`config.mk`:
```
export PLATFORM = sky130hd
export DESIGN_NAME = periodic_frame_scheduler
export DESIGN_NICKNAME = d
export VERILOG_FILES = /design/src/design/pfs_pkg.sv /design/src/design/pfs_table.sv /design/src/design/pfs_alu.sv /design/src/design/periodic_frame_scheduler.sv
export SDC_FILE = /design/constraint.sdc
export NUM_CORES = 2
export LEC_CHECK = 0
export BUFFER_PORTS_ARGS = -buffer_cell sky130_fd_sc_hd__buf_4
export CAP_MARGIN = 30
export CORE_MARGIN = 2
export CORE_UTILIZATION = 40
export CTS_CLUSTER_DIAMETER = 60
export DETAILED_ROUTE_END_ITERATION = 8
export SLEW_MARGIN = 15
export SYNTH_ARGS = -nofsm -noshare
export SYNTH_HDL_FRONTEND = slang
export SYNTH_SLANG_ARGS = --single-unit
```
`constraint.sdc`:
```
create_clock -name aclk -period 9.6 [get_ports aclk]
set_input_delay 0.96 -clock aclk [delete_from_list [all_inputs] [get_ports aclk]]
set_output_delay 0.96 -clock aclk [all_outputs]
set_load 0.03 [all_outputs]
```
`src/design/pfs_pkg.sv`:
```
package pfs_pkg;

    localparam int NUM_SLOTS  = 16;
    localparam int MAX_EMIT   = 16;
    localparam int MAX_SCAN   = (NUM_SLOTS < MAX_EMIT) ? NUM_SLOTS : MAX_EMIT;
    localparam int IDX_W      = (NUM_SLOTS > 1) ? $clog2(NUM_SLOTS) : 1;
    localparam int CNT_W      = $clog2(NUM_SLOTS + 1);

    localparam int FUNC_W     = 2;
    localparam int SLOT_W     = 4;
    localparam int ID_W       = 29;
    localparam int LEN_W      = 4;
    localparam int DATA_W     = 64;
    localparam int PERIOD_W   = 16;
    localparam int TIME_W     = 64;
    localparam int CYCLE_W    = 26;
    localparam int US_PER_MS  = 1000;
    localparam int MAX_LEN    = 8;

    localparam int S_FIELDS_W = SLOT_W + ID_W + LEN_W + DATA_W + PERIOD_W + TIME_W;
    localparam int S_TDATA_W  = ((S_FIELDS_W + 7) / 8) * 8;
    localparam int M_FIELDS_W = SLOT_W + ID_W + LEN_W + DATA_W;
    localparam int M_TDATA_W  = ((M_FIELDS_W + 7) / 8) * 8;

    localparam logic [FUNC_W-1:0] FUNC_WRITE   = 2'd0;
    localparam logic [FUNC_W-1:0] FUNC_TICK    = 2'd1;
    localparam logic [FUNC_W-1:0] FUNC_RESTART = 2'd2;

    localparam int CFG_ADDR_W = 1;
    localparam int CFG_DATA_W = 5;
    localparam logic [CFG_ADDR_W-1:0] REG_ENABLE    = 1'd0;
    localparam logic [CFG_ADDR_W-1:0] REG_MSG_COUNT = 1'd1;

    typedef struct packed {
        logic [ID_W-1:0]     id;
        logic [LEN_W-1:0]    len;
        logic [DATA_W-1:0]   data;
        logic [PERIOD_W-1:0] period;
    } frame_t;

    typedef struct packed {
        logic             frame_we;
        logic [IDX_W-1:0] frame_waddr;
        logic             time_we;
        logic [IDX_W-1:0] time_waddr;
        logic [IDX_W-1:0] raddr;
    } tbl_req_t;

    typedef struct packed {
        logic [TIME_W-1:0] a;
        logic [TIME_W-1:0] b;
        logic              sub;
    } alu_op_t;

    typedef struct packed {
        logic [TIME_W-1:0] sum;
        logic              borrow;
    } alu_res_t;

endpackage

```
`src/design/pfs_table.sv`:
```
module pfs_table (
    input  logic                     aclk,
    input  logic                     aresetn,
    input  pfs_pkg::tbl_req_t        req,
    input  pfs_pkg::frame_t          wr_frame,
    input  logic [pfs_pkg::TIME_W-1:0] wr_time,
    output pfs_pkg::frame_t          rd_frame,
    output logic [pfs_pkg::TIME_W-1:0] rd_time
);

    pfs_pkg::frame_t                frame_mem [pfs_pkg::NUM_SLOTS];
    logic [pfs_pkg::TIME_W-1:0]     time_mem  [pfs_pkg::NUM_SLOTS];
    logic [pfs_pkg::NUM_SLOTS-1:0]  time_valid_reg;

    // Last-sent times read as zero until a slot's time has been written.
    always_ff @(posedge aclk) begin
        if (!aresetn) begin
            time_valid_reg <= '0;
        end else if (req.time_we) begin
            time_valid_reg[req.time_waddr] <= 1'b1;
        end
    end

    always_ff @(posedge aclk) begin
        if (req.frame_we) begin
            frame_mem[req.frame_waddr] <= wr_frame;
        end
        if (req.time_we) begin
            time_mem[req.time_waddr] <= wr_time;
        end
        rd_frame <= frame_mem[req.raddr];
        rd_time  <= time_valid_reg[req.raddr] ? time_mem[req.raddr] : '0;
    end

endmodule

```
`src/design/pfs_alu.sv`:
```
module pfs_alu (
    input  pfs_pkg::alu_op_t  op,
    output pfs_pkg::alu_res_t res
);

    logic [pfs_pkg::TIME_W:0]   full;
    logic [pfs_pkg::TIME_W-1:0] b_eff;

    // Subtraction is a plus the complement of b plus one; a clear carry means a borrow.
    always_comb begin
        b_eff      = op.sub ? ~op.b : op.b;
        full       = {1'b0, op.a} + {1'b0, b_eff} + {{pfs_pkg::TIME_W{1'b0}}, op.sub};
        res.sum    = full[pfs_pkg::TIME_W-1:0];
        res.borrow = op.sub & ~full[pfs_pkg::TIME_W];
    end

endmodule

```
`src/design/periodic_frame_scheduler.sv`:
```
// Periodic frame scheduler. A write request stores one slot and leaves s_tready high. A restart
// request sweeps the last-sent time of every slot, one slot per cycle, and s_tready stays low
// until the sweep ends. An enabled tick request walks the slots in use with one shared 64-bit
// add/subtract unit: a slot that is not due goes through table read, elapsed time, compare and
// step; a due slot also through catch-up check, time update and frame hand-off; a flush step
// ends the walk, and m_tready can hold the frame hand-off and the flush back. Frames leave in
// slot order; m_tlast marks the last frame of a tick, so one frame is held back until the next
// due slot or the end of the walk is known.
module periodic_frame_scheduler (
    input  logic                                aclk,
    input  logic                                aresetn,
    input  logic                                s_tvalid,
    output logic                                s_tready,
    // s_tdata from bit 0: slot, frame_id, frame_length, frame_data, period_ms, now_us, zero pad
    input  logic [pfs_pkg::S_TDATA_W-1:0]       s_tdata,
    // s_tuser: func
    input  logic [pfs_pkg::FUNC_W-1:0]          s_tuser,
    output logic                                m_tvalid,
    input  logic                                m_tready,
    // m_tdata from bit 0: out_slot, out_id, out_length, out_data, zero pad
    output logic [pfs_pkg::M_TDATA_W-1:0]       m_tdata,
    output logic                                m_tlast,
    input  logic                                cfg_we,
    input  logic [pfs_pkg::CFG_ADDR_W-1:0]      cfg_addr,
    input  logic [pfs_pkg::CFG_DATA_W-1:0]      cfg_wdata
);

    localparam int OFS_ID     = pfs_pkg::SLOT_W;
    localparam int OFS_LEN    = OFS_ID + pfs_pkg::ID_W;
    localparam int OFS_DATA   = OFS_LEN + pfs_pkg::LEN_W;
    localparam int OFS_PERIOD = OFS_DATA + pfs_pkg::DATA_W;
    localparam int OFS_NOW    = OFS_PERIOD + pfs_pkg::PERIOD_W;

    localparam logic [3:0] ST_IDLE  = 4'd0;
    localparam logic [3:0] ST_SWEEP = 4'd1;
    localparam logic [3:0] ST_READ  = 4'd2;
    localparam logic [3:0] ST_ELAP  = 4'd3;
    localparam logic [3:0] ST_CMP   = 4'd4;
    localparam logic [3:0] ST_JUMP  = 4'd5;
    localparam logic [3:0] ST_ADV   = 4'd6;
    localparam logic [3:0] ST_EMIT  = 4'd7;
    localparam logic [3:0] ST_NEXT  = 4'd8;
    localparam logic [3:0] ST_FLUSH = 4'd9;

    function automatic logic [pfs_pkg::DATA_W-1:0] payload_mask(
        input logic [pfs_pkg::LEN_W-1:0] len
    );
        logic [pfs_pkg::DATA_W-1:0] m;
        m = '0;
        for (int b = 0; b < pfs_pkg::MAX_LEN; b++) begin
            if (pfs_pkg::LEN_W'(b) < len) begin
                m[b*8 +: 8] = 8'hFF;
            end
        end
        return m;
    endfunction

    logic [3:0]                      state_reg, state_next;
    logic [pfs_pkg::CNT_W-1:0]       idx_reg, idx_next;
    logic [pfs_pkg::CNT_W-1:0]       limit_reg, limit_next;
    logic [pfs_pkg::TIME_W-1:0]      now_reg, now_next;
    logic                            enable_reg;
    logic [pfs_pkg::CFG_DATA_W-1:0]  msg_count_reg;
    logic [pfs_pkg::CYCLE_W-1:0]     cycle_reg, cycle_next;
    logic [pfs_pkg::TIME_W-1:0]      elap_reg, elap_next;
    logic [pfs_pkg::TIME_W-1:0]      e2_reg, e2_next;
    logic                            jump_reg, jump_next;
    logic                            pend_valid_reg, pend_valid_next;
    logic [pfs_pkg::M_TDATA_W-1:0]   pend_reg, pend_next;
    logic                            m_valid_reg, m_valid_next;
    logic [pfs_pkg::M_TDATA_W-1:0]   m_data_reg, m_data_next;
    logic                            m_last_reg, m_last_next;

    pfs_pkg::tbl_req_t               tbl_req;
    pfs_pkg::frame_t                 wr_frame;
    logic [pfs_pkg::TIME_W-1:0]      wr_time;
    pfs_pkg::frame_t                 rd_frame;
    logic [pfs_pkg::TIME_W-1:0]      rd_time;
    pfs_pkg::alu_op_t                alu_op;
    pfs_pkg::alu_res_t               alu_res;

    logic                            accept;
    logic [pfs_pkg::SLOT_W-1:0]      in_slot;
    logic [pfs_pkg::LEN_W-1:0]       in_len;
    logic [pfs_pkg::CNT_W-1:0]       limit_calc;
    logic [pfs_pkg::TIME_W-1:0]      cycle_ext;
    logic [pfs_pkg::M_TDATA_W-1:0]   new_frame;
    logic                            out_free;

    pfs_table u_table (
        .aclk     (aclk),
        .aresetn  (aresetn),
        .req      (tbl_req),
        .wr_frame (wr_frame),
        .wr_time  (wr_time),
        .rd_frame (rd_frame),
        .rd_time  (rd_time)
    );

    pfs_alu u_alu (
        .op  (alu_op),
        .res (alu_res)
    );

    assign s_tready = (state_reg == ST_IDLE);
    assign accept   = s_tvalid && s_tready;
    assign in_slot  = s_tdata[OFS_ID-1:0];
    assign in_len   = s_tdata[OFS_DATA-1:OFS_LEN];
    assign out_free = !m_valid_reg || m_tready;
    assign cycle_ext = pfs_pkg::TIME_W'(cycle_reg);

    assign m_tvalid = m_valid_reg;
    assign m_tdata  = m_data_reg;
    assign m_tlast  = m_last_reg;

    assign new_frame = pfs_pkg::M_TDATA_W'({rd_frame.data & payload_mask(rd_frame.len),
                                            rd_frame.len, rd_frame.id,
                                            pfs_pkg::SLOT_W'(idx_reg[pfs_pkg::IDX_W-1:0])});

    always_comb begin
        if (32'(msg_count_reg) > pfs_pkg::MAX_SCAN) begin
            limit_calc = pfs_pkg::CNT_W'(pfs_pkg::MAX_SCAN);
        end else begin
            limit_calc = pfs_pkg::CNT_W'(msg_count_reg);
        end
    end

    always_comb begin
        wr_frame.id     = s_tdata[OFS_LEN-1:OFS_ID];
        wr_frame.len    = (in_len > pfs_pkg::LEN_W'(pfs_pkg::MAX_LEN))
                          ? pfs_pkg::LEN_W'(pfs_pkg::MAX_LEN) : in_len;
        wr_frame.data   = s_tdata[OFS_PERIOD-1:OFS_DATA];
        wr_frame.period = s_tdata[OFS_NOW-1:OFS_PERIOD];
    end

    always_comb begin
        state_next      = state_reg;
        idx_next        = idx_reg;
        limit_next      = limit_reg;
        now_next        = now_reg;
        cycle_next      = cycle_reg;
        elap_next       = elap_reg;
        e2_next         = e2_reg;
        jump_next       = jump_reg;
        pend_valid_next = pend_valid_reg;
        pend_next       = pend_reg;
        m_valid_next    = m_valid_reg && !m_tready;
        m_data_next     = m_data_reg;
        m_last_next     = m_last_reg;

        tbl_req.frame_we    = 1'b0;
        tbl_req.frame_waddr = pfs_pkg::IDX_W'(in_slot);
        tbl_req.time_we     = 1'b0;
        tbl_req.time_waddr  = idx_reg[pfs_pkg::IDX_W-1:0];
        tbl_req.raddr       = idx_reg[pfs_pkg::IDX_W-1:0];
        wr_time             = now_reg;

        alu_op.a   = '0;
        alu_op.b   = '0;
        alu_op.sub = 1'b0;

        unique case (state_reg)
            ST_IDLE: begin
                if (accept) begin
                    now_next = s_tdata[OFS_NOW +: pfs_pkg::TIME_W];
                    idx_next = '0;
                    priority if (s_tuser == pfs_pkg::FUNC_WRITE) begin
                        tbl_req.frame_we = (32'(in_slot) < pfs_pkg::NUM_SLOTS);
                    end else if (s_tuser == pfs_pkg::FUNC_RESTART) begin
                        state_next = ST_SWEEP;
                    end else if (s_tuser == pfs_pkg::FUNC_TICK && enable_reg
                                 && limit_calc != '0) begin
                        limit_next = limit_calc;
                        state_next = ST_READ;
                    end else begin
                        state_next = ST_IDLE;
                    end
                end
            end
            ST_SWEEP: begin
                tbl_req.time_we = 1'b1;
                if (idx_reg == pfs_pkg::CNT_W'(pfs_pkg::NUM_SLOTS - 1)) begin
                    state_next = ST_IDLE;
                end else begin
                    idx_next = pfs_pkg::CNT_W'(idx_reg + 1'b1);
                end
            end
            ST_READ: begin
                state_next = ST_ELAP;
            end
            ST_ELAP: begin
                alu_op.a   = now_reg;
                alu_op.b   = rd_time;
                alu_op.sub = 1'b1;
                elap_next  = alu_res.sum;
                cycle_next = pfs_pkg::CYCLE_W'(rd_frame.period)
                           * pfs_pkg::CYCLE_W'(pfs_pkg::US_PER_MS);
                state_next = ST_CMP;
            end
            ST_CMP: begin
                // The excess over one period; no borrow with a nonzero period means the slot is due.
                alu_op.a   = elap_reg;
                alu_op.b   = cycle_ext;
                alu_op.sub = 1'b1;
                e2_next    = alu_res.sum;
                if (cycle_reg != '0 && !alu_res.borrow) begin
                    state_next = ST_JUMP;
                end else begin
                    state_next = ST_NEXT;
                end
            end
            ST_JUMP: begin
                // Still more than one period behind after advancing: catch up to now.
                alu_op.a   = cycle_ext;
                alu_op.b   = e2_reg;
                alu_op.sub = 1'b1;
                jump_next  = alu_res.borrow;
                state_next = ST_ADV;
            end
            ST_ADV: begin
                alu_op.a        = rd_time;
                alu_op.b        = cycle_ext;
                tbl_req.time_we = 1'b1;
                wr_time         = jump_reg ? now_reg : alu_res.sum;
                state_next      = ST_EMIT;
            end
            ST_EMIT: begin
                if (!pend_valid_reg) begin
                    pend_valid_next = 1'b1;
                    pend_next       = new_frame;
                    state_next      = ST_NEXT;
                end else if (out_free) begin
                    m_valid_next = 1'b1;
                    m_data_next  = pend_reg;
                    m_last_next  = 1'b0;
                    pend_next    = new_frame;
                    state_next   = ST_NEXT;
                end
            end
            ST_NEXT: begin
                if (pfs_pkg::CNT_W'(idx_reg + 1'b1) == limit_reg) begin
                    state_next = ST_FLUSH;
                end else begin
                    idx_next   = pfs_pkg::CNT_W'(idx_reg + 1'b1);
                    state_next = ST_READ;
                end
            end
            ST_FLUSH: begin
                if (!pend_valid_reg) begin
                    state_next = ST_IDLE;
                end else if (out_free) begin
                    m_valid_next    = 1'b1;
                    m_data_next     = pend_reg;
                    m_last_next     = 1'b1;
                    pend_valid_next = 1'b0;
                    state_next      = ST_IDLE;
                end
            end
            default: begin
                state_next = ST_IDLE;
            end
        endcase
    end

    always_ff @(posedge aclk) begin
        if (!aresetn) begin
            state_reg      <= ST_IDLE;
            idx_reg        <= '0;
            limit_reg      <= '0;
            enable_reg     <= 1'b0;
            msg_count_reg  <= '0;
            pend_valid_reg <= 1'b0;
            m_valid_reg    <= 1'b0;
        end else begin
            state_reg      <= state_next;
            idx_reg        <= idx_next;
            limit_reg      <= limit_next;
            pend_valid_reg <= pend_valid_next;
            m_valid_reg    <= m_valid_next;
            if (cfg_we) begin
                unique case (cfg_addr)
                    pfs_pkg::REG_ENABLE:    enable_reg    <= cfg_wdata[0];
                    pfs_pkg::REG_MSG_COUNT: msg_count_reg <= cfg_wdata;
                    default:                enable_reg    <= enable_reg;
                endcase
            end
        end
    end

    always_ff @(posedge aclk) begin
        now_reg    <= now_next;
        cycle_reg  <= cycle_next;
        elap_reg   <= elap_next;
        e2_reg     <= e2_next;
        jump_reg   <= jump_next;
        pend_reg   <= pend_next;
        m_data_reg <= m_data_next;
        m_last_reg <= m_last_next;
    end

endmodule

```
==> summary.md <==
| Metric | Value |
|---|---|
| Most area-consuming cells after synthesis | `edfxtp_1 73%, mux4_2 15%, dfxtp_1 3.2%` |
| GPL Wtd Cong | `0.852` |
| GRT Overall Usage | `0.186` |
| Synth Instances | `6258` |
| Status | `completed` |
| Total Power | `31700 µW` |
| H-tree Lvls | `5` |
| CTS Buf Count | `367` |
| Max Clock Freq | `0.143 GHz` |
| Drt pass-1 iters | `8` |
| Largest registers | `u_table.frame_mem (1808), u_table.time_mem (1024), u_table.rd_frame (113)` |
| Hold path startpoint | `s_tdata[118]` |
| Max Cap Viol | `0` |
| Vias in the first global route | `66673` |
| Worst path bufs/invs | `4` |
| Reg2Reg Setup Slack | `2590 ps` |
| Max VDD drop | `0.154 mV` |
| Drc violations | `0` |
| Hpwl dp | `172 mm` |
| Distinct cells, synth | `73` |
| First-pass GRT wire length | `464 mm` |
| Routed WL per cell | `28.0 µm` |
| Crit Path Category | `register to register` |
| Vias per cell | `5.61` |
| Die Y | `583 µm` |
| Root buf cell | `clkbuf_16` |
| Cell mode on critical path | `buf_4` |
| Area leader, netlist | `edfxtp_1` |
| Hold slack | `208 ps` |
| CP arrival | `7660 ps` |
| Setup Buffers After CTS | `0` |
| Hold path cells | `1` |
| Setup violators final | `0` |
| CTS tree | `built` |
| Final net count | `7136` |
| Sequential area share after synthesis | `0.759` |
| Reg clk slew, reported paths | `60 ps` |
| Worst skew pair latency | `970 ps` |
| Avg Cell Area, Syn | `21.4 µm²` |
| Crit-path cells | `nor2b_1 > nand2_1 > inv_6 > nor3_2 > buf_4 > buf_4 > mux2i_1 > ha_1 > a211oi_1 > o211ai_1 > nor2_1 > nand3_1 > a211oi_1 > o31ai_1 > buf_4 > a21oi_1 > o21ai_0 > xor2_1 > mux2_2` |
| Final Instance Area | `155000 µm²` |
| Critical path's top delay family | `compound AO/OA/AOI/OAI gates` |
| Critical Path Slowest Stage Cell | `dfxtp_1` |
| RSZ-0062 raised after global routing | `false` |
| Rows | `212` |
| Min-delay worst type | `input pin to register` |
| Post-route insts no fill | `11477` |
| Flops & latches, synth | `3466` |
| Slew @ Worst Pin | `1040 ps` |
| Hold EP | `now_reg[1]` |
| Setup TNS | `0 ps` |
| Critical Path RT | `10260 ps` |
| CTS sink count | `3466` |
| Pwr dens | `204 nW/µm²` |
| Longest Clk Path Bufs | `4` |
| Area delta synth->final | `15.6%` |
| Max_slew headroom | `0.309` |
| Post-synth EDFFs | `3251` |
| CP max FO | `81` |
| Resize count post-CTS | `0` |
| GRT Residual Overflow | `0` |
| Crit start category | `register` |
| Hold Vio Cnt, Final | `0` |
| Final min period | `7010 ps` |
| Biggest register | `u_table.frame_mem` |
| Slew Viols, Final | `0` |
| Max reg flops | `1808` |
| FF-to-FF Start | `state_reg[3]` |
| Port bufs | `297` |
| DR iter-0 viols | `6367` |
| Chip Width | `583 µm` |
| Clk_skew | `92.5 ps` |
| Reg2reg path depth | `19` |
| Share of the synthesized area in the top cell type | `0.727` |
| Main synth FF type | `edfxtp_1` |
| Antenna-violating nets left | `0` |
| DP Area | `143000 µm²` |
| Fillers | `27511` |
| Initial antenna violation count | `51` |
| Lkg Pwr | `0.0492 µW` |
| Period utilization | `0.730` |
| WL final | `321 mm` |
| Yosys warning count | `0` |
| Core area | `334000 µm²` |
| Routed vias | `64351` |
| Cells after DPL | `10771` |
| CP endpoint kind | `register` |
| Max stage delay on crit path | `840 ps` |
| I/O Pins | `304` |
| Reg2reg end | `u_table.time_mem[6][61]` |
| Full die area | `340000 µm²` |
| Post-Synthesis Cell Area | `134000 µm²` |
| Largest net degree at the start of global routing | `141` |
| Initial Utilization | `0.402` |
| # hold bufs at CTS | `0` |
| Layout cells sized above 1 | `0.276` |
| Async S/R FF share, synth | `0` |
[Yosys cell counts (6+ instances only)]
cell type	count
mux2i_1	21
nor3_1	36
xor2_1	30
o21bai_1	22
a21oi_1	134
o31ai_1	6
a222oi_1	56
dfxtp_1	215
nand2_1	244
o211ai_1	6
xnor2_1	56
a21o_1	29
buf_1	63
o21ai_0	60
fa_1	55
a22o_1	23
a22oi_1	9
and3_1	6
edfxtp_1	3251
clkbuf_1	235
nor2b_1	126
nand3_1	28
a221o_1	25
nor3b_1	6
mux2_2	18
inv_1	157
nand4_1	23
nor2_1	95
mux4_2	889
nor4_1	10
and2_1	32
a21boi_0	12
a211oi_1	10
o21a_1	23
nand2b_1	17
ha_1	121
a221oi_1	45
[how the worst max path moves through the flow]
stage	start	to	slack [ps]	cells after the start
after floorplan	m_tready	m_tdata[0]	1020	2
after global placement	state_reg[3]	u_table.time_mem[14][61]	2710	19
after detailed placement	state_reg[3]	u_table.time_mem[10][61]	2670	19
after CTS	state_reg[3]	u_table.time_mem[8][61]	2710	19
after global routing	state_reg[3]	u_table.time_mem[6][58]	2190	18
final	state_reg[3]	u_table.time_mem[6][61]	2590	19
[per-stage QoR]
stage	utilization	setup slack, ps
after global routing	0.465	2190
after detailed placement	0.427	2670
final	0.465	2590
after floorplan	-	1020
after CTS	0.464	2710
after global placement	0.426	2710
[worst reg2reg max path: stages (launching register included)]
cell      delay [ps]
dfxtp_1          840
nor2b_1          250
nand2_1          230
inv_6            220
nor3_2           270
buf_4            450
buf_4            530
mux2i_1          210
ha_1             420
a211oi_1         420
o211ai_1         220
nor2_1           150
nand3_1          140
a211oi_1         660
o31ai_1          220
buf_4            210
a21oi_1          460
o21ai_0          240
xor2_1           220
mux2_2           420
[cells in the final DEF (no fill, tap or decap), types with 28 or more instances in the layout]
cell type,netlist,final
clkbuf_1,235,90
nand3_1,28,28
a21o_1,29,29
clkbuf_8,0,37
ha_1,121,121
a222oi_1,56,56
nand2_1,244,244
dfxtp_1,215,211
buf_12,0,28
nor2_1,95,70
buf_4,3,395
xor2_1,30,30
o21ai_0,60,60
inv_1,157,156
xnor2_1,56,56
edfxtp_1,3251,3251
clkinv_1,0,46
bufinv_16,0,32
a221oi_1,45,45
clkinv_2,0,58
clkbuf_16,0,375
and2_1,32,30
a21oi_1,134,133
mux4_2,889,889
nor2b_1,126,126
fa_1,55,55
[cell families after synthesis]
kind of cell             share of synthesized area
other                                    0.0000279
multiplexers                                 0.152
XOR/XNOR                                   0.00561
buffers and inverters                       0.0130
flip-flops                                   0.759
AO/OA/AOI/OAI                               0.0266
AND/OR/NAND/NOR                             0.0235
adder cells (fa/ha/maj)                     0.0195
[report_power, final]
part,internal [µW],switching (µW)
Sequential,16600,58.0
Combinational,299,474
Clock,8390,5900
[metal layers]
layer  global-route usage  routed length, µm  part of all wire
met1                0.251             132000              0.41
met2                0.310             159000              0.49
met3               0.0347              21500             0.067
met4               0.0526               8660             0.027
met5                    0                332            0.0010
[cell type report]
type / count / area, µm² / area share
antenna: 13 / 32.5 / 0.000210
clock buffer: 502 / 10200 / 0.0660
clock inverter: 181 / 2090 / 0.0135
inverter: 157 / 594 / 0.00383
multi-input combinational: 2334 / 30900 / 0.199
sequential: 3466 / 102000 / 0.657
tap: 4387 / 5490 / 0.0354
timing repair buffer: 437 / 3870 / 0.0249
Note: power is estimated with default switching activity, not from simulation.
